### config.mk
export PLATFORM = sky130hd
export DESIGN_NAME = block_write_window_tracker_core
export DESIGN_NICKNAME = d
export VERILOG_FILES = /design/src/bwwt_pkg.sv /design/src/bwwt_ram.sv /design/src/bwwt_dp.sv /design/src/bwwt_ctl.sv /design/src/block_write_window_tracker_core.sv
export SDC_FILE = /design/constraint.sdc
export NUM_CORES = 1
export LEC_CHECK = 0
export ABC_AREA = 1
export BUFFER_PORTS_ARGS = -buffer_cell sky130_fd_sc_hd__buf_2
export CORE_MARGIN = 2
export CORE_UTILIZATION = 50
export DETAILED_ROUTE_END_ITERATION = 10
export PLACE_DENSITY = 0.77
export SYNTH_ARGS = -nofsm -noshare
export SYNTH_HDL_FRONTEND = slang
export SYNTH_SLANG_ARGS = --single-unit
### constraint.sdc
create_clock -name clk -period 11.8 [get_ports clk]
set_clock_uncertainty 0.15 [all_clocks]
set_input_delay 2.36 -clock clk [delete_from_list [all_inputs] [get_ports clk]]
set_output_delay 2.36 -clock clk [all_outputs]
set_load 0.03 [all_outputs]
### src/bwwt_pkg.sv
// Shared types and codes for the block write window tracker.
package bwwt_pkg;

	// Field widths of the block index and of an internal block position.
	localparam int IDX_W = 31;
	localparam int POS_W = 32;

	// Action codes of an input transaction.
	localparam logic [1:0] ACT_PUT      = 2'd0;
	localparam logic [1:0] ACT_COLLECT  = 2'd1;
	localparam logic [1:0] ACT_COMPLETE = 2'd2;
	localparam logic [1:0] ACT_QUERY    = 2'd3;

	// Per-block states held in the window.
	localparam logic [1:0] BLK_EMPTY    = 2'd0;
	localparam logic [1:0] BLK_RECEIVED = 2'd1;
	localparam logic [1:0] BLK_BEING    = 2'd2;
	localparam logic [1:0] BLK_WRITTEN  = 2'd3;

	// Result kinds.
	localparam logic [1:0] KIND_ACK    = 2'd0;
	localparam logic [1:0] KIND_ISSUED = 2'd1;
	localparam logic [1:0] KIND_FIRST  = 2'd2;

	// Result status codes.
	localparam logic [1:0] STS_OK        = 2'd0;
	localparam logic [1:0] STS_OUTSIDE   = 2'd1;
	localparam logic [1:0] STS_UNWRITTEN = 2'd2;
	localparam logic [1:0] STS_PRESENT   = 2'd3;

	// Controller states.
	typedef enum logic [3:0] {
		S_IDLE,
		S_DEC1,
		S_DEC2,
		S_DISPATCH,
		S_PUT_TGT,
		S_PUT_CHK,
		S_PUT_CLR,
		S_COL_SKIP,
		S_COL_RUN,
		S_CMP_WR,
		S_QRY_SCAN
	} state_t;

	// Commands from the controller to the datapath.
	typedef struct packed {
		logic       capture;
		logic       dec1;
		logic       dec2;
		logic       step;
		logic       reload;
		logic       commit;
		logic       wr_en;
		logic [1:0] wr_state;
		logic       emit;
		logic [1:0] emit_kind;
		logic [1:0] emit_status;
		logic       emit_written;
		logic       emit_last;
	} dp_cmd_t;

	// Status from the datapath to the controller.
	typedef struct packed {
		logic [1:0] act;
		logic       early_done;
		logic [1:0] early_status;
		logic       early_written;
		logic       put_slide;
		logic       cnt_zero;
		logic       cnt_last;
		logic [1:0] ent_state;
	} dp_sts_t;

endpackage

### src/bwwt_ram.sv
// Generic single-port-write, single-port-read RAM with registered read data.
module bwwt_ram #(
	parameter int WIDTH = 2,
	parameter int DEPTH = 16
) (
	input  logic                     clk,
	input  logic                     we,
	input  logic [$clog2(DEPTH)-1:0] waddr,
	input  logic [WIDTH-1:0]         wdata,
	input  logic [$clog2(DEPTH)-1:0] raddr,
	output logic [WIDTH-1:0]         rdata
);

	logic [WIDTH-1:0] mem [DEPTH];

	// Write port and registered read port; a colliding read returns old data.
	always_ff @(posedge clk) begin
		if (we) begin
			mem[waddr] <= wdata;
		end
		rdata <= mem[raddr];
	end

endmodule

### src/bwwt_dp.sv
// Datapath of the block write window tracker: window registers, scan pointer, state RAM.
module bwwt_dp import bwwt_pkg::*; #(
	parameter int WINDOW_SIZE = 16
) (
	input  logic             clk,
	input  logic             arst_n,
	input  dp_cmd_t          cmd,
	output dp_sts_t          sts,
	input  logic [1:0]       action,
	input  logic [IDX_W-1:0] block_index,
	input  logic [IDX_W-1:0] range_end,
	output logic             result_valid,
	output logic [1:0]       result_kind,
	output logic [IDX_W-1:0] result_index,
	output logic             all_written,
	output logic [1:0]       status,
	output logic             last
);

	localparam int SW = $clog2(WINDOW_SIZE);
	localparam int CW = $clog2(WINDOW_SIZE + 1);
	localparam logic [POS_W-1:0] WIN    = POS_W'(WINDOW_SIZE);
	localparam logic [POS_W-1:0] WIN2   = POS_W'(2 * WINDOW_SIZE);
	localparam logic [POS_W-1:0] WIN_M1 = POS_W'(WINDOW_SIZE - 1);
	localparam logic [SW:0]      WRAP   = (SW + 1)'(WINDOW_SIZE);
	localparam logic [SW-1:0]    LAST_SLOT = SW'(WINDOW_SIZE - 1);
	localparam logic [CW-1:0]    CNT_FULL  = CW'(WINDOW_SIZE);

	// Captured transaction.
	logic [1:0]       act_q;
	logic [IDX_W-1:0] idx_q;
	logic [IDX_W-1:0] rend_q;

	// Window position.
	logic [IDX_W-1:0] ws_q;
	logic [SW-1:0]    wslot_q;

	// First decode stage.
	logic [POS_W-1:0] off_q;
	logic [POS_W-1:0] roff_q;
	logic             idx_lt_ws_q;
	logic             rend_lt_ws_q;
	logic             rend_lt_idx_q;

	// Second decode stage.
	logic             early_d;
	logic [1:0]       early_sts_d;
	logic             early_wr_d;
	logic             slide_d;
	logic [SW-1:0]    fo_d;
	logic [CW-1:0]    count_d;
	logic [SW:0]      slot_sum;
	logic [SW-1:0]    start_slot;
	logic             early_q;
	logic [1:0]       early_sts_q;
	logic             early_wr_q;
	logic             slide_q;
	logic [CW-1:0]    count_q;

	// Scan pointer.
	logic [SW-1:0]    cur_slot_q;
	logic [SW-1:0]    cur_slot_d;
	logic [SW-1:0]    next_slot;
	logic [CW-1:0]    cnt_q;
	logic [POS_W-1:0] pos_q;

	// State storage.
	logic [1:0]             rd_data;
	logic [WINDOW_SIZE-1:0] valid_q;
	logic                   vld_rd_q;

	// Result register.
	logic             res_valid_q;
	logic [1:0]       res_kind_q;
	logic [IDX_W-1:0] res_index_q;
	logic             res_written_q;
	logic [1:0]       res_status_q;
	logic             res_last_q;
	logic [IDX_W-1:0] emit_index;

	// Capture the transaction when it is accepted.
	always_ff @(posedge clk) begin
		if (cmd.capture) begin
			act_q  <= action;
			idx_q  <= block_index;
			rend_q <= range_end;
		end
	end

	// Offsets from the window start and the order of the two indices.
	always_ff @(posedge clk) begin
		if (cmd.dec1) begin
			off_q         <= {1'b0, idx_q} - {1'b0, ws_q};
			roff_q        <= {1'b0, rend_q} - {1'b0, ws_q};
			idx_lt_ws_q   <= idx_q < ws_q;
			rend_lt_ws_q  <= rend_q < ws_q;
			rend_lt_idx_q <= rend_q < idx_q;
		end
	end

	// Work out the scan plan or an immediate answer for the action.
	always_comb begin
		early_d     = 1'b0;
		early_sts_d = STS_OK;
		early_wr_d  = 1'b0;
		slide_d     = 1'b0;
		fo_d        = '0;
		count_d     = '0;
		unique case (act_q)
			ACT_PUT: begin
				if (idx_lt_ws_q) begin
					early_d     = 1'b1;
					early_sts_d = STS_OUTSIDE;
				end else if (off_q < WIN) begin
					fo_d = off_q[SW-1:0];
				end else if (off_q >= WIN2) begin
					early_d     = 1'b1;
					early_sts_d = STS_UNWRITTEN;
				end else begin
					slide_d = 1'b1;
					count_d = CW'(off_q - WIN_M1);
				end
			end
			ACT_COLLECT: begin
				count_d = CNT_FULL;
			end
			ACT_COMPLETE: begin
				if (!idx_lt_ws_q && off_q > WIN) begin
					early_d     = 1'b1;
					early_sts_d = STS_OUTSIDE;
				end else if (!idx_lt_ws_q) begin
					count_d = CW'(off_q);
				end
			end
			ACT_QUERY: begin
				if (rend_lt_idx_q || rend_lt_ws_q) begin
					early_d    = 1'b1;
					early_wr_d = 1'b1;
				end else if (roff_q >= WIN) begin
					early_d = 1'b1;
				end else begin
					fo_d    = idx_lt_ws_q ? '0 : off_q[SW-1:0];
					count_d = CW'(roff_q - POS_W'(fo_d) + POS_W'(1));
				end
			end
		endcase
	end

	// Slot of the first entry to visit.
	assign slot_sum   = {1'b0, wslot_q} + {1'b0, fo_d};
	assign start_slot = (slot_sum >= WRAP) ? SW'(slot_sum - WRAP) : slot_sum[SW-1:0];

	always_ff @(posedge clk) begin
		if (cmd.dec2) begin
			early_q     <= early_d;
			early_sts_q <= early_sts_d;
			early_wr_q  <= early_wr_d;
			slide_q     <= slide_d;
			count_q     <= count_d;
		end
	end

	// Scan pointer: the RAM is read at the next slot so that data lines up.
	assign next_slot = (cur_slot_q == LAST_SLOT) ? '0 : cur_slot_q + SW'(1);

	always_comb begin
		priority if (cmd.dec2) begin
			cur_slot_d = start_slot;
		end else if (cmd.reload) begin
			cur_slot_d = wslot_q;
		end else if (cmd.step) begin
			cur_slot_d = next_slot;
		end else begin
			cur_slot_d = cur_slot_q;
		end
	end

	always_ff @(posedge clk) begin
		cur_slot_q <= cur_slot_d;
		priority if (cmd.dec2) begin
			cnt_q <= count_d;
			pos_q <= {1'b0, ws_q};
		end else if (cmd.reload) begin
			cnt_q <= count_q;
			pos_q <= {1'b0, ws_q};
		end else if (cmd.step) begin
			cnt_q <= cnt_q - CW'(1);
			pos_q <= pos_q + POS_W'(1);
		end
	end

	// Window start moves once a slide has cleared every block it passes.
	always_ff @(posedge clk or negedge arst_n) begin
		if (!arst_n) begin
			ws_q    <= '0;
			wslot_q <= '0;
		end else if (cmd.commit) begin
			ws_q    <= pos_q[IDX_W-1:0];
			wslot_q <= cur_slot_q;
		end
	end

	// Block state storage; entries never written since reset read as empty.
	bwwt_ram #(
		.WIDTH(2),
		.DEPTH(WINDOW_SIZE)
	) u_state_ram (
		.clk  (clk),
		.we   (cmd.wr_en),
		.waddr(cur_slot_q),
		.wdata(cmd.wr_state),
		.raddr(cur_slot_d),
		.rdata(rd_data)
	);

	always_ff @(posedge clk or negedge arst_n) begin
		if (!arst_n) begin
			valid_q  <= '0;
			vld_rd_q <= 1'b0;
		end else begin
			if (cmd.wr_en) begin
				valid_q[cur_slot_q] <= 1'b1;
			end
			vld_rd_q <= valid_q[cur_slot_d];
		end
	end

	// Status toward the controller.
	always_comb begin
		sts.act           = act_q;
		sts.early_done    = early_q;
		sts.early_status  = early_sts_q;
		sts.early_written = early_wr_q;
		sts.put_slide     = slide_q;
		sts.cnt_zero      = (cnt_q == '0);
		sts.cnt_last      = (cnt_q == CW'(1));
		sts.ent_state     = vld_rd_q ? rd_data : BLK_EMPTY;
	end

	// Result index: issued block, saturated first unwritable block, or zero.
	always_comb begin
		priority if (cmd.emit_kind == KIND_ISSUED) begin
			emit_index = pos_q[IDX_W-1:0];
		end else if (cmd.emit_kind == KIND_FIRST) begin
			emit_index = pos_q[POS_W-1] ? '1 : pos_q[IDX_W-1:0];
		end else begin
			emit_index = '0;
		end
	end

	// Result register: each result is shown for one cycle.
	always_ff @(posedge clk or negedge arst_n) begin
		if (!arst_n) begin
			res_valid_q <= 1'b0;
		end else begin
			res_valid_q <= cmd.emit;
		end
	end

	always_ff @(posedge clk) begin
		if (cmd.emit) begin
			res_kind_q    <= cmd.emit_kind;
			res_index_q   <= emit_index;
			res_written_q <= cmd.emit_written;
			res_status_q  <= cmd.emit_status;
			res_last_q    <= cmd.emit_last;
		end
	end

	assign result_valid = res_valid_q;
	assign result_kind  = res_kind_q;
	assign result_index = res_index_q;
	assign all_written  = res_written_q;
	assign status       = res_status_q;
	assign last         = res_last_q;

endmodule

### src/bwwt_ctl.sv
// Controller of the block write window tracker: sequences decode, scans and results.
module bwwt_ctl import bwwt_pkg::*; (
	input  logic    clk,
	input  logic    arst_n,
	input  logic    start,
	output logic    busy,
	input  dp_sts_t sts,
	output dp_cmd_t cmd
);

	state_t state_q;
	state_t state_d;

	// State register.
	always_ff @(posedge clk or negedge arst_n) begin
		if (!arst_n) begin
			state_q <= S_IDLE;
		end else begin
			state_q <= state_d;
		end
	end

	// Next state and datapath commands.
	always_comb begin
		state_d = state_q;
		cmd     = '0;
		busy    = (state_q != S_IDLE);
		unique case (state_q)
			S_IDLE: begin
				if (start) begin
					cmd.capture = 1'b1;
					state_d     = S_DEC1;
				end
			end
			S_DEC1: begin
				cmd.dec1 = 1'b1;
				state_d  = S_DEC2;
			end
			S_DEC2: begin
				cmd.dec2 = 1'b1;
				state_d  = S_DISPATCH;
			end
			S_DISPATCH: begin
				if (sts.early_done) begin
					cmd.emit         = 1'b1;
					cmd.emit_kind    = KIND_ACK;
					cmd.emit_status  = sts.early_status;
					cmd.emit_written = sts.early_written;
					cmd.emit_last    = 1'b1;
					state_d          = S_IDLE;
				end else begin
					unique case (sts.act)
						ACT_PUT:      state_d = sts.put_slide ? S_PUT_CHK : S_PUT_TGT;
						ACT_COLLECT:  state_d = S_COL_SKIP;
						ACT_COMPLETE: state_d = S_CMP_WR;
						ACT_QUERY:    state_d = S_QRY_SCAN;
					endcase
				end
			end
			S_PUT_TGT: begin
				cmd.emit      = 1'b1;
				cmd.emit_kind = KIND_ACK;
				cmd.emit_last = 1'b1;
				if (sts.ent_state != BLK_EMPTY) begin
					cmd.emit_status = STS_PRESENT;
				end else begin
					cmd.wr_en       = 1'b1;
					cmd.wr_state    = BLK_RECEIVED;
					cmd.emit_status = STS_OK;
				end
				state_d = S_IDLE;
			end
			S_PUT_CHK: begin
				// Every block that slides out must already be written.
				if (sts.cnt_zero) begin
					cmd.reload = 1'b1;
					state_d    = S_PUT_CLR;
				end else if (sts.ent_state != BLK_WRITTEN) begin
					cmd.emit        = 1'b1;
					cmd.emit_kind   = KIND_ACK;
					cmd.emit_status = STS_UNWRITTEN;
					cmd.emit_last   = 1'b1;
					state_d         = S_IDLE;
				end else begin
					cmd.step = 1'b1;
				end
			end
			S_PUT_CLR: begin
				// The last cleared slot is the slot of the new block.
				if (sts.cnt_zero) begin
					cmd.commit      = 1'b1;
					cmd.emit        = 1'b1;
					cmd.emit_kind   = KIND_ACK;
					cmd.emit_status = STS_OK;
					cmd.emit_last   = 1'b1;
					state_d         = S_IDLE;
				end else begin
					cmd.wr_en    = 1'b1;
					cmd.wr_state = sts.cnt_last ? BLK_RECEIVED : BLK_EMPTY;
					cmd.step     = 1'b1;
				end
			end
			S_COL_SKIP: begin
				if (sts.cnt_zero) begin
					cmd.emit      = 1'b1;
					cmd.emit_kind = KIND_FIRST;
					cmd.emit_last = 1'b1;
					state_d       = S_IDLE;
				end else if (sts.ent_state == BLK_WRITTEN || sts.ent_state == BLK_BEING) begin
					cmd.step = 1'b1;
				end else begin
					state_d = S_COL_RUN;
				end
			end
			S_COL_RUN: begin
				if (!sts.cnt_zero && sts.ent_state == BLK_RECEIVED) begin
					cmd.wr_en     = 1'b1;
					cmd.wr_state  = BLK_BEING;
					cmd.emit      = 1'b1;
					cmd.emit_kind = KIND_ISSUED;
					cmd.step      = 1'b1;
				end else begin
					cmd.emit      = 1'b1;
					cmd.emit_kind = KIND_FIRST;
					cmd.emit_last = 1'b1;
					state_d       = S_IDLE;
				end
			end
			S_CMP_WR: begin
				if (sts.cnt_zero) begin
					cmd.emit        = 1'b1;
					cmd.emit_kind   = KIND_ACK;
					cmd.emit_status = STS_OK;
					cmd.emit_last   = 1'b1;
					state_d         = S_IDLE;
				end else begin
					cmd.wr_en    = 1'b1;
					cmd.wr_state = BLK_WRITTEN;
					cmd.step     = 1'b1;
				end
			end
			S_QRY_SCAN: begin
				if (sts.cnt_zero || sts.ent_state != BLK_WRITTEN) begin
					cmd.emit         = 1'b1;
					cmd.emit_kind    = KIND_ACK;
					cmd.emit_written = sts.cnt_zero;
					cmd.emit_last    = 1'b1;
					state_d          = S_IDLE;
				end else begin
					cmd.step = 1'b1;
				end
			end
			default: begin
				state_d = S_IDLE;
			end
		endcase
	end

`ifndef ASSERT_OFF
	// The final result of a transaction hands control back to idle.
	a_last_to_idle: assert property (@(posedge clk) disable iff (!arst_n)
		(cmd.emit && cmd.emit_last) |=> (state_q == S_IDLE))
		else $error("final result did not return the controller to idle");

	// The scan pointer never advances past its planned count.
	a_step_bounded: assert property (@(posedge clk) disable iff (!arst_n)
		cmd.step |-> !sts.cnt_zero)
		else $error("scan stepped with no entries left");

	// An accepted transaction always enters decode.
	a_accept_decode: assert property (@(posedge clk) disable iff (!arst_n)
		(state_q == S_IDLE && start) |=> (state_q == S_DEC1))
		else $error("accepted transaction did not enter decode");

	// An issued block is never the final result of a collect.
	a_issued_not_last: assert property (@(posedge clk) disable iff (!arst_n)
		(cmd.emit && cmd.emit_kind == KIND_ISSUED) |-> !cmd.emit_last)
		else $error("issued block marked as final result");
`endif

endmodule

### src/block_write_window_tracker_core.sv
// Top level of the block write window tracker: controller plus datapath.
//
// Usage: a transaction (action, block_index, range_end) is accepted at a rising
// edge where start is high and busy is low. The block works on one transaction
// at a time and raises busy until its final result has been issued.
// Results leave on result_kind, result_index, all_written, status and last,
// each marked by result_valid for exactly one cycle; the receiver cannot stall
// them. The result with last set closes the transaction.
// Sequence: decode in S_DEC1 and S_DEC2, dispatch, then the scan. An answer
// found without a scan is given from the dispatch state. A put into the window
// writes its slot directly; a put that slides first checks that every block
// sliding out is written, then clears those blocks. A collect skips written and
// in-progress entries and issues each received block that follows; a complete
// marks its blocks written and a query stops at the first unwritten block. The
// state RAM is walked one entry per cycle while a scan steps.
// A new transaction can be accepted in the cycle its final result is shown.
// Reset empties every block and sets the window start to zero; it needs no
// clearing pass.
module block_write_window_tracker_core import bwwt_pkg::*; #(
	parameter int WINDOW_SIZE = 16
) (
	input  logic             clk,
	input  logic             arst_n,
	input  logic             start,
	output logic             busy,
	input  logic [1:0]       action,
	input  logic [IDX_W-1:0] block_index,
	input  logic [IDX_W-1:0] range_end,
	output logic             result_valid,
	output logic [1:0]       result_kind,
	output logic [IDX_W-1:0] result_index,
	output logic             all_written,
	output logic [1:0]       status,
	output logic             last
);

	dp_cmd_t cmd;
	dp_sts_t sts;

	// Sequencing of each transaction.
	bwwt_ctl u_ctl (
		.clk   (clk),
		.arst_n(arst_n),
		.start (start),
		.busy  (busy),
		.sts   (sts),
		.cmd   (cmd)
	);

	// Window state and result formatting.
	bwwt_dp #(
		.WINDOW_SIZE(WINDOW_SIZE)
	) u_dp (
		.clk         (clk),
		.arst_n      (arst_n),
		.cmd         (cmd),
		.sts         (sts),
		.action      (action),
		.block_index (block_index),
		.range_end   (range_end),
		.result_valid(result_valid),
		.result_kind (result_kind),
		.result_index(result_index),
		.all_written (all_written),
		.status      (status),
		.last        (last)
	);

endmodule
Word-level counts from Yosys, hierarchy flattened:

Memory sizes are Yosys's and may differ from the RTL's. A register that Yosys moved wholly into a read port is not among the register bits.
Index checks and enable logic that the tools add are counted.
Widths: inputs -> output; s select.

* register bits: 276
* RAM bits: 32
* bits of input ports: 67
* output and inout port bits: 39
* logic and storage cells: 196
* memories kept: 1

* $add $sub $neg: 10
* order comparisons: 11
* equal/unequal tests: 27
* multiplexer cells: 98
* bitwise gates (word level): 2
* reduce and logical (&&, ||, !) cells: 19

Memories
* u_dp.u_state_ram.mem: words 16, width 2, read ports 1, clocked after memory_dff 1, wr ports 1, RTL line bwwt_ram.sv:14 `logic [WIDTH-1:0] mem [DEPTH];`

Operator list (number)
* $mux 31: 6
* $lt 31x31->1: 3
* $mux 4: 19
* $mux 5: 13
* $sub 31x31->32: 2
* $pmux 4 s9: 1
* $add 32x1->32 const B: 1
* $ge 32x5->1 const B: 1
* $ge 32x6->1 const B: 1
* $gt 32x5->1 const B: 1
* $lt 32x5->1 const B: 1
* $mux 1: 32
* $pmux 3 s7: 1
* $pmux 5 s4: 1
* $mux 3: 6
* $eq 4x3->1 const B: 4
* $eq 4x4->1 const B: 4
* $or 16x16->16: 1
* $pmux 4 s4: 1
* $mux 2: 7
* $pmux 3 s4: 1
* $eq 2x2->1 const B: 5
* $lt 4x5->1 const B: 2
* $eq 4x2->1 const B: 2
* 39 further kinds: 51

Depth between registers and ports, before layout:

Gate-level depths: netlist of run 1.

* depth in word-level cells: 11
* gate-level depth with buffers: 20
* gate-level depth less buffers: 20

Modules after synthesis:

Synthesis of run 1 repeated with hierarchy kept, for this count alone.

* cell total of the unflattened synthesis: 2159
* area total of the unflattened synthesis: 18391.4 sq um

By module, submodules not included
* bwwt_dp: times used 1, cells each 1874, area an instance 16200.5 sq um
* bwwt_ram: times used 1, cells each 159, area an instance 1531.5 sq um
* bwwt_ctl: times used 1, cells each 126, area an instance 659.4 sq um

Least setup slack after synthesis of run 1:

Ideal clock, no wire load.

* kind: input-to-reg
* from: input start
* to: register u_dp.act_q[0], enable pin
* arrival time: 5055 ps
* required time: 11164 ps
* setup slack: 6109 ps
* stages: 2
* buffers on the path: 0
* cell sequence: inv_1 -> nor2_1

RTL lines
* start: declaration: RTL line block_write_window_tracker_core.sv:24 `input logic start,`
* end signal: assignment: RTL line bwwt_dp.sv:84 `act_q <= action;`
* end: declaration: RTL line bwwt_dp.sv:30 `logic [1:0] act_q;`

Worst setup path in the final report of run 1:

* from: register u_ctl.state_q[3]
* to: output busy

* longest elaborated chain between the ends: 1

RTL lines
* start: declaration: RTL line bwwt_ctl.sv:11 `state_t state_q;`
* start signal: assignment: RTL line bwwt_ctl.sv:19 `state_q <= state_d;`
* $reduce_bool 4->1: RTL line bwwt_ctl.sv:27 `busy = (state_q != S_IDLE);`
* end: declaration: RTL line block_write_window_tracker_core.sv:25 `output logic busy,`

Every way passes these cells.

==> results.md, run 1 <==
Worst setup path:
- The data arrival time at the worst-slack endpoint is 1.70 ns.
- The worst setup slack for register-to-register paths is 7.98 ns.
- The worst setup path is launched from a flop.
- In this run the critical register-to-register path is launched from u_dp.roff_q[25].
- In this run the worst path has a maximum fanout of 4.
- The number of cells on the worst reg-to-reg path is 17.
- The most critical setup path has its endpoint at busy.
- The sort of element at the end of the critical path is a primary output.
- The type of the setup path with the least slack is reg2out.
- The critical path starts at u_ctl.state_q[3].
- In this run the critical register-to-register path is captured at u_dp.u_state_ram.rdata[0].
- The critical path data required time is 9.29 ns.

Yosys:
- After synthesis, the largest area contributor takes up 43.5% of total cell area.
- Counting distinct cell types in the post-synthesis netlist gives 51.
- The cell count after synthesis came out at 1777.
- In this run, synthesis produced a sequential element count of 310.
- The number of warnings printed during yosys synthesis is 0.
- Sequential elements use 52.7% of the synthesized area.
- The cell area after synthesis is 17000 um^2.
- The cell taking the most area after synthesis is edfxtp_1.
- The number of enable flip-flop cells after synthesis is 246.
- Among all flip-flop cells after synthesis, the most frequent one is edfxtp_1.
- For this run, asynchronously set or reset flops after synthesis account for 18.4%.
- The post-synth net total is 1964.
- The mean cell area of the mapped netlist is 9.56 um^2.
- By area the synthesized netlist is led by edfxtp_1 (43%), ha_1 (8.5%), dfrtp_1 (8.4%).

Global routing:
- The number of global-route vias before repair is 12.7k.
- Entering global routing, the biggest net connects 71 pins.
- The wire length of the first global-routing pass is 62900 um.
- The global route total overflow is 0.
- The initial antenna violation count came to 0.
- The overall fraction of global-route tracks in use is 22.1%.

CTS:
- Clock tree synthesis selected as its root buffer the cell clkbuf_16.
- The TritonCTS clock tree is yes.
- The number of buffers inserted by hold repair at cts is 0.
- The clock transition at the register clock pins on the worst setup and hold paths after CTS is 0.06 ns.
- Buffers inserted during clock tree synthesis total 31.
- The maximum number of buffers from clock root to sink is 3.
- The number of buffers inserted by post-CTS setup repair is 0.
- After clock tree synthesis, the repair step resized 0 gates.
- The H-tree depth is 1.
- The number of sinks driven by the clock tree is 310.
- For the worst-skew pair, the clock arrives at the later sink with an insertion delay of 0.58 ns.

Final layout:
- The area added between synthesis and finish is 12.2%.
- Cells with a size suffix above 1 make up 10.6% of the layout.
- Cells fill 56.8% of the core in the end.
- The repair_antennas step left the layout with diodes totalling 0.
- The number of filler cells placed in the layout is 2880.
- The net count of the finished layout is 2079.
- The cell area after layout is 19100 um^2.

Route:
- The remaining design rule violation count is 0.
- The sum of routed wire length over all layers is 38900 um.
- The iteration count of the initial detailed-routing pass is 7.
- After detailed routing, the number of vias per cell comes to 5.40.
- The average detailed-routed wire length per instance is 16.4 um.
- The routed layout has 12.8k vias.
- The detailed router finished its first iteration with 936 violations.
- The post-route antenna net violation count is 0.

Pwr:
- The analysis attributes to cell leakage a power of 7.98 nW.
- IR analysis of the VDD net gives a maximum drop of 0.150 mV.
- In this run the power density over the cells is 243 nW/um^2.

Placed design:
- The HPWL after detailed placement is 29500 um.
- The congestion estimate from routability-driven global placement came to 0.916.
- Buffers placed on the I/O ports in this run total 105.
- The cell area reported after detailed placement is 18000 um^2.

Floorplanning:
- During I/O placement, the number of pins put on the boundary was 106.
- After floorplanning, the core was sized to cover 33500 um^2.
- The floorplan has 67 rows.
- From bottom edge to top edge, the die measures 188 um.
- The die extent in x is 188 um.
- The effective utilization at floorplan is 50.7%.
- The floorplan step defined a die boundary enclosing 35500 um^2.

STA:
- The final number of hold-violating endpoints was 0.
- Setup violations remaining at the end of the flow were counted as 0.
- For this run, the top clock speed supported by timing is 238 MHz.
- The post-route clock period utilization is 35.7%.
- The total count of max-transition violations in the final report is 0.
- Setup repair after global routing left no endpoint under its margin.
- The summed negative setup slack over all endpoints is 0 ns.
- The clock period could shrink to 4.21 ns.
- For the pin with the worst max-slew slack, the measured transition is 1.12 ns.
- The max-slew headroom at the worst pin is 24.8%.

Min path:
- The min-delay analysis places its worst path in the category reg2reg.

Job:
- The count of maximum capacitance violations is 0.

Run status:
- The flow ran to the end, and the final reports show no timing, DRC or antenna violations.
==> sequential cells by signal (all words and copies together) (netlist names), 4 cells and up <==
register	flops
u_ctl.state_q	4
u_dp.cnt_q	5
u_dp.count_q	5
u_dp.cur_slot_q	4
u_dp.idx_q	31
u_dp.off_q	32
u_dp.pos_q	32
u_dp.rend_q	31
u_dp.result_index	31
u_dp.roff_q	32
u_dp.u_state_ram.mem	32
u_dp.valid_q	16
u_dp.ws_q	31
u_dp.wslot_q	4
==> how the worst min path moves through the flow <==
stage	startpoint	to	slack, ns	cells after the start
final	u_dp.valid_q[2]	u_dp.valid_q[2]	0.31	2
after global routing	u_dp.valid_q[14]	u_dp.valid_q[14]	0.34	2
after CTS	u_dp.valid_q[2]	u_dp.valid_q[2]	0.31	2
after detailed placement	u_dp.valid_q[2]	u_dp.valid_q[2]	0.29	2
after global placement	u_dp.valid_q[8]	u_dp.valid_q[8]	0.29	2
after floorplan	u_dp.valid_q[0]	u_dp.valid_q[0]	0.28	2
==> critical path: stages (launching register included) <==
cell	delay [ns]
dfrtp_1	0.43
nor2_1	0.20
nand3_1	0.24
buf_2	0.26
==> through the flow <==
stage / worst slack [ns] / total power [W] / hold WS [ns] / std cells
2_1_floorplan: 6.11 / 0.00317 / 0.277 / 1777
3_3_place_gp: 7.98 / 0.00358 / 0.292 / 2307
3_5_place_dp: 7.96 / 0.00365 / 0.295 / 2307
4_1_cts: 7.58 / 0.00465 / 0.311 / 2365
5_1_grt: 7.49 / 0.00498 / 0.341 / 2365
6_report: 7.59 / 0.00464 / 0.307 / 2365
==> layer usage <==
metal  global-route usage [%]  share of wire [%]  up-vias
met2                     37.0                 47      419
met3                     3.32                6.0       83
met4                     6.70                3.0        0
met5                        0                  0        -
met1                     29.8                 44     5983
li1                         -                  -     6294
==> cell families (layout without fill, tap and decap cells) <==
| logic type | after synthesis | in the layout | synth area share [%] |
|---|---|---|---|
| AOI/OAI and AO/OA | 352 | 352 | 11.3 |
| xor gates and xnor gates | 87 | 87 | 4.49 |
| adders and majority gates | 120 | 120 | 9.01 |
| buffers and inverters | 287 | 427 | 6.50 |
| DFF | 310 | 310 | 52.7 |
| and+or+nand+nor | 621 | 621 | 16.0 |
==> synthesized netlist by cell type (5+ instances only) <==
cell type	number
a21o_1	5
a21oi_1	117
a31oi_1	9
clkbuf_1	22
dfrtp_1	57
dfxtp_1	7
edfxtp_1	246
ha_1	116
inv_1	245
inv_2	11
nand2_1	286
nand3_1	105
nand3b_1	8
nand4_1	17
nor2_1	141
nor2_2	6
nor3_1	29
nor4_1	8
o211ai_1	10
o21a_1	7
o21ai_0	157
o21ai_1	17
o21bai_1	7
xnor2_1	24
xor2_1	63
==> cells in the final DEF, fill, tap and decap left out, types with 5 or more instances in the layout <==
master / instances
nor3_1: 29
nand2_1: 286
o211ai_1: 10
dfrtp_1: 57
nand4_1: 17
clkbuf_1: 9
a21o_1: 5
clkinv_2: 5
clkbuf_16: 31
nand3_1: 105
buf_2: 105
inv_1: 244
o21ai_0: 155
xor2_1: 63
ha_1: 116
o21bai_1: 7
inv_2: 12
dfxtp_1: 7
nor2_4: 7
nand3b_1: 8
nor2_2: 6
xnor2_1: 24
edfxtp_1: 246
buf_4: 7
a31oi_1: 9
o21a_1: 7
a21oi_1: 116
nor2_1: 138
nor4_1: 8
o21ai_1: 18
==> cell type report <==
cell class / count / area [um^2] / share of cell area [%]
clock buffers: 42 / 837 / 4.39
repair buffers: 112 / 578 / 3.03
multi-input cells: 1180 / 6970 / 36.6
inverters: 257 / 965 / 5.06
clock inverters: 16 / 193 / 1.01
flip-flops and latches: 310 / 8950 / 47.0
well taps: 448 / 561 / 2.94
==> where the power goes <==
group	internal (W)	total [W]	switching (W)
logic	0.000553	0.00179	0.00124
registers	0.00166	0.00185	0.000195
clock network	0.000585	0.000997	0.000413
total	0.00280	0.00464	0.00184
Note: power is estimated with default switching activity, not from simulation.
==> run 2: changes to the inputs <==
- PLACE_DENSITY: 0.77 -> 0.79
- clock period: 11.8 -> 3.4 ns (I/O delays scaled with it)
==> results.md, run 2 (same netlist as run 1, synthesis figures left out) <==
Route:
- The sum of routed wire length over all layers is 39000 um (+0.23%).
- The first-iteration detailed-routing DRC count is 1156 (+24%).
- The number of vias per cell is 5.44 (+0.71%).
- The remaining design rule violation count is 0 (unchanged).
- The average detailed-routed wire length per instance is 16.3 um (-0.98%).
- The via count is 13.0k (+1.9%).
- The iteration count of the initial detailed-routing pass is 5 (-2).
- The post-route antenna net violation count came to 0 (unchanged).

Worst setup path:
- The biggest cell delay along the critical path is 0.42 ns (about the same).
- The data arrival time at the worst-slack endpoint is 3.39 ns (+1.69 ns).
- The critical path goes through nor2_1, nand2_1, nor2_1, nand4_1, nor2_4, nand3_1, o21ai_1, nand2_1, nor3_1, buf_4, fa_1, nor2_1, a21oi_2, buf_4, nand3_1, nand3_1, nand3_1, nand2_1.
- The standard cell with the maximum stage delay on the critical path is fa_1.
- The maximum fanout along the worst path is 9 (+5).
- The startpoint kind of the worst setup timing path is a flop.
- The worst setup path is of the reg2reg kind.
- The most repeated library cell on the critical path is nand3_1.
- The critical path data required time came to 3.67 ns (-5.62 ns).
- STA classifies the critical path endpoint as a flop.

Placed design:
- The count of port buffers added during placement is 105 (unchanged).
- The final weighted congestion of routability-driven global placement was 0.890 (-2.8%).
- The number of instances in the placed design came to 2331 (+1.0%).
- The HPWL after detailed placement is 29600 um (+0.52%).

STA:
- The summed negative setup slack over all endpoints was 0 ns (unchanged).
- The total count of max-transition violations in the final report came to 0 (unchanged).
- The worst path uses 91.7% of the clock period.
- The final setup violation count is 0 (unchanged).
- The worst path needs 3.12 ns of the cycle, external delays included.
- The final number of hold-violating endpoints came to 0 (unchanged).
- The max-slew headroom at the worst pin came to 31.5% (+6.7 points).
- The maximum clock rate is 321 MHz.
- The transition at the pin with the smallest max-transition slack is 1.02 ns (-0.0966 ns).
- The worst hold margin is 0.186 ns (-0.121 ns).

Floorplanning:
- The area of the core is 33500 um^2 (unchanged).
- The number of core rows was 67 (unchanged).
- The overall die height is 188 um (unchanged).
- The die footprint is 35500 um^2 (unchanged).
- The effective utilization at floorplan was 50.7% (unchanged).
- The number of ports placed on the die boundary was 106 (unchanged).
- The die extent in x is 188 um (unchanged).

CTS:
- The clock transition at the register clock pins on the worst setup and hold paths after CTS is 0.06 ns (about the same).
- TritonCTS built the clock tree.
- The H-tree depth is 2 (+1).
- The root buffer cell is clkbuf_16.
- The clock latency on the worst-skew pair is 0.52 ns (-0.06 ns).
- The number of buffers inserted by post-CTS setup repair is 0 (unchanged).
- The number of sinks driven by the clock tree is 310 (unchanged).
- The number of buffers inserted during clock tree synthesis came to 34 (+9.7%).
- The maximum number of buffers from clock root to sink is 3 (unchanged).

Pwr:
- The power density normalized to cell area is 851 nW/um^2 (+250%).
- The sequential group share of total power is 39.1% (-0.8 points).
- The switching part of the total power was 39.3% (-0.45 points).
- The internal cell power is 0.0100 W (+260%).
- The static power due to leakage is 8.15 nW (+2.2%).
- The worst vdd rail ir drop was 0.439 mV (+190%).
- The switching power summed over all nets is 0.00647 W (+250%).
- The clock share of power came to 22.0% (+0.5 points).
- The logic gate share of total power came to 38.9% (+0.3 points).

Final layout:
- The commonest non-fill, non-tap cell in the layout is nand2_1.
- The fraction of layout instances using a drive strength above 1 is 11.9% (+1.3 points).
- In the layout the commonest cells are nand2_1 (285), edfxtp_1 (246), inv_1 (244).
- The final net count is 2107 (+1.3%).
- The core utilization of the finished layout was 57.8% (+0.94 points).
- The total inserted antenna cells is 0 (unchanged).
- The area added between synthesis and finish is 14.0%.
- The count of placed standard cells in the final layout, fillers left out is 2394 (+1.2%).

Job:
- The count of maximum capacitance violations is 0 (unchanged).

Global routing:
- The global route total overflow was 0 (unchanged).
- The number of global-route vias before repair is 12.5k (-1.5%).
- The wire length of the first global-routing pass came to 62300 um (-0.92%).
- The initial antenna violation count is 0 (unchanged).
- The overall fraction of global-route tracks in use is 22.0% (-0.052 points).
- The maximum number of pins on one net before global-route repair is 71 (unchanged).

Run status:
- The run finished with clean final reports.

Min path:
- The kind of path behind the tightest hold check is in2reg.
-- run 2: layer usage --
metal | up-vias | track usage, % | share of wire [%]
met1 | 6173 | 29.7 | 44
met4 | 0 | 6.79 | 2.6
li1 | 6360 | - | -
met3 | 77 | 3.00 | 6.1
met2 | 417 | 37.1 | 47
met5 | - | 0 | 0
-- run 2: per-stage QoR --
step                worst slack, ns  total power, W  cell area [um^2]
floorplan                     0.124          0.0110             17000
global placement              0.293          0.0126             18200
detailed placement            0.169          0.0128             18200
CTS                           0.146          0.0165             19300
global route               -0.00413          0.0176             19400
finish                        0.284          0.0165             19400
-- run 2: final cells by class --
class	count	area (um^2)
Fill cell	2845	14200
Multi-Input combinational cell	1180	6990
Tap cell	448	561
Timing Repair Buffer	137	793
Sequential cell	310	8950
Clock inverter	15	126
Inverter	257	967
Clock buffer	47	983
-- run 2: worst max-delay path, delay by kind of cell, from the launching register on --
kind / cells / cell delay [ns]
buffers and inverters: 2 / 0.36
adder cells (fa/ha/maj): 1 / 0.42
AO/OA/AOI/OAI: 2 / 0.21
flip-flops: 1 / 0.36
AND/OR/NAND/NOR: 13 / 1.53
-- run 2: power groups by stage --
stage	registers, W	clock network, W	logic, W
global placement	0.00645	0	0.00613
CTS	0.00642	0.00368	0.00636
finish	0.00644	0.00363	0.00641
global route	0.00655	0.00384	0.00717
detailed placement	0.00649	0	0.00629
floorplan	0.00659	0	0.00441
-- run 2: worst paths after layout --
path                            startpoint                         to  slack (ns)  cells past startpoint
min                           range_end[0]             u_dp.rend_q[0]        0.19                      1
min in group asynchronous           arst_n              u_dp.ws_q[12]        0.48                      2
max reg2reg                u_dp.roff_q[29]  u_dp.u_state_ram.rdata[0]        0.28                     18
min reg2reg                u_dp.valid_q[1]            u_dp.valid_q[1]        0.32                      2
max in group asynchronous           arst_n            u_dp.valid_q[1]        1.90                      3
max                        u_dp.roff_q[29]  u_dp.u_state_ram.rdata[0]        0.28                     18
-- run 2: timing repair --
| item | in CTS | in global routing |
|---|---|---|
| endpoints found under the hold margin | 14 | 0 |
| gates resized for setup | 0 | 7 |
| setup endpoints to repair | 0 | 4 |
| hold buffers | 1 | 0 |
==> run 3: changes to the inputs <==
- PLACE_DENSITY: 0.79 -> 0.7
==> results.md, run 3 (same netlist as run 1, synthesis figures left out) <==
Route:
- The average detailed-routed wire length per instance came to 16.5 um (+1.1%).
- The first-iteration detailed-routing DRC count is 1074 (-7.1%).
- The post-route antenna net violation count is 0 (unchanged).
- The highest metal layer used by the detailed router is met4.
- The length of routed met2 wiring is 18600 um (+0.68%).
- The met3 wirelength from detailed routing was 2200 um (-7.4%).
- The sum of routed wire length over all layers is 39400 um (+1.0%).
- The remaining design rule violation count is 0 (unchanged).
- The iteration count of the initial detailed-routing pass is 6 (+1).
- The sum of routed wire segments on met1 is 17500 um (+2.4%).
- The number of vias per cell is 5.37 (-1.3%).
- The via count was 12.9k (-1.3%).

Final layout:
- The total inserted antenna cells is 0 (unchanged).
- The library cell used most frequently in the layout, excluding fill and tap cells, is nand2_1.
- The number of filler cells placed in the layout came to 2915 (+2.5%).
- In the layout the commonest cells are nand2_1 (285), edfxtp_1 (246), inv_1 (244).
- The fraction of layout instances using a drive strength above 1 was 12.1% (+0.16 points).
- The count of placed standard cells in the final layout, fillers left out came to 2393 (-0.042%).
- The final net count is 2105 (-0.095%).
- The area added between synthesis and finish is 14.5%.

Placed design:
- The pre-CTS worst setup slack is 0.260 ns (+0.0905 ns).
- The number of instances in the placed design is 2328 (-0.13%).
- The HPWL after detailed placement is 29800 um (+0.47%).
- The count of port buffers added during placement is 105 (unchanged).
- The final weighted congestion of routability-driven global placement is 0.912 (+2.5%).

STA:
- The summed negative setup slack over all endpoints came to 0 ns (unchanged).
- The minimum setup slack in the final design came to 0.286 ns (+0.00232 ns).
- The maximum clock rate was 321 MHz (about the same).
- The final setup violation count is 0 (unchanged).
- The worst hold margin is 0.0597 ns (-0.126 ns).
- The final critical path time including I/O delays and setup is 3.11 ns (-0.00232 ns).
- The transition at the pin with the smallest max-transition slack is 0.761 ns (-0.262 ns).
- The final number of hold-violating endpoints is 0 (unchanged).
- The total count of max-transition violations in the final report is 0 (unchanged).
- The max-slew headroom at the worst pin came to 49.2% (+18 points).
- The post-route clock period utilization was 91.6% (about the same).
- Setup repair after global routing left no endpoint under its margin.

Worst setup path:
- The critical path data required time is 3.68 ns (about the same).
- STA classifies the critical path endpoint as a flop.
- The maximum fanout along the worst path is 12 (+3).
- The data arrival time at the worst-slack endpoint is 3.39 ns (about the same).
- The setup path with the least slack is of type reg2reg.
- The worst setup slack for register-to-register paths was 0.29 ns (about the same).
- The startpoint kind of the worst setup timing path is a flop.

CTS:
- The cell sitting at the root of the clock tree is a clkbuf_16.
- The clock latency on the worst-skew pair was 0.53 ns (about the same).
- The number of buffers inserted by hold repair at cts was 0 (-1).
- The clock transition at the register clock pins on the worst setup and hold paths after CTS came to 0.06 ns (about the same).
- The maximum number of buffers from clock root to sink is 3 (unchanged).
- The H-tree depth is 2 (unchanged).
- The number of sinks driven by the clock tree came to 310 (unchanged).
- The number of buffers inserted during clock tree synthesis came to 36 (+5.9%).
- The TritonCTS clock tree is yes.

Floorplanning:
- The number of core rows came to 67 (unchanged).
- The die footprint is 35500 um^2 (unchanged).
- The number of ports placed on the die boundary is 106 (unchanged).
- The area of the core is 33500 um^2 (unchanged).
- The effective utilization at floorplan is 50.7% (unchanged).
- The die extent in x is 188 um (unchanged).
- The overall die height was 188 um (unchanged).

Pwr:
- The logic gate share of total power is 38.0% (-0.9 points).
- The internal cell power was 0.0102 W (+2.3%).
- The switching part of the total power is 38.9% (-0.42 points).
- The sequential group share of total power is 38.3% (-0.8 points).
- The clock share of power is 23.7% (+1.7 points).
- The switching power summed over all nets is 0.00650 W (+0.47%).
- The total design power is 0.0167 W (+1.6%).
- The static power due to leakage is 8.20 nW (+0.59%).
- The power density normalized to cell area was 860 nW/um^2 (+1.1%).
- The worst vdd rail ir drop is 0.517 mV (+18%).

Global routing:
- The initial antenna violation count is 0 (unchanged).
- The overall fraction of global-route tracks in use is 22.5% (+0.54 points).
- The maximum number of pins on one net before global-route repair came to 71 (unchanged).
- The number of global-route vias before repair is 12.6k (+1.1%).
- The global route total overflow is 0 (unchanged).
- The wire length of the first global-routing pass is 63700 um (+2.3%).

Run status:
- The run finished with clean final reports.

Min path:
- In this run the worst hold path is classified as in2async.

Job:
- The count of maximum capacitance violations is 0 (unchanged).
## run 3: cell count changes in the layout (fill, tap and decap cells not counted), sizes merged
cell         delta
buf             -3
bufinv          +3
clkbuf          -3
clkinv          -2
clkinvlp        -1
dlygate4sd3     -1
inv             +6
## run 3: timing repair
action                                  in CTS  in global routing
resized for setup                            0                  2
endpoints found under the setup margin       0                  3
setup buffers                                0                  0
## run 3: power by group through the flow
stage                     clock network [W]  registers [W]  logic (W)
after global routing                0.00420        0.00653    0.00720
after floorplan                           0        0.00659    0.00441
after global placement                    0        0.00643    0.00618
after CTS                           0.00404        0.00640    0.00636
final                               0.00397        0.00641    0.00635
after detailed placement                  0        0.00647    0.00632
## run 3: critical path, cell delays in order (launching register included)
cell	delay, ns
edfxtp_1	0.43
nor4_1	0.27
nand2_1	0.15
nor2_1	0.12
buf_4	0.15
nand3_1	0.08
o21ai_0	0.12
nand2_1	0.12
nor3_1	0.16
buf_4	0.15
fa_1	0.41
nor2_1	0.14
a21oi_2	0.07
buf_4	0.19
nand3_1	0.09
nand3_1	0.07
nand3_1	0.09
nand2_1	0.05
## run 3: per-stage QoR
stage	util, %	area (um^2)
2_1_floorplan	-	17000
3_3_place_gp	54.4	18200
3_5_place_dp	54.4	18200
4_1_cts	58.0	19400
5_1_grt	58.0	19500
6_report	58.0	19500
## run 3: cell type report
| type | instances | area (um^2) | share of cell area (%) |
|---|---|---|---|
| Multi-Input combinational cell | 1180 | 6970 | 35.8 |
| Inverter | 257 | 965 | 4.96 |
| Clock buffer | 44 | 972 | 5.00 |
| Timing Repair Buffer | 133 | 786 | 4.04 |
| Tap cell | 448 | 561 | 2.88 |
| Sequential cell | 310 | 8950 | 46.0 |
| Clock inverter | 21 | 243 | 1.25 |
## run 3: final timing paths
check / start / to / cells past startpoint
worst min-delay path: arst_n / u_dp.ws_q[4] / 1
min in group clk: range_end[1] / u_dp.rend_q[1] / 1
worst max register to register: u_dp.roff_q[4] / u_dp.u_state_ram.rdata[1] / 17
worst max-delay path: u_dp.roff_q[4] / u_dp.u_state_ram.rdata[1] / 17
worst min register to register: u_dp.pos_q[31] / u_dp.pos_q[31] / 2
max in group asynchronous: arst_n / u_dp.result_valid / 2
## run 3: per-layer routing
layer,track usage [%],up-vias
met1,30.3,6032
met4,6.85,0
met5,0,-
met3,3.15,70
met2,38.2,396
li1,-,6358
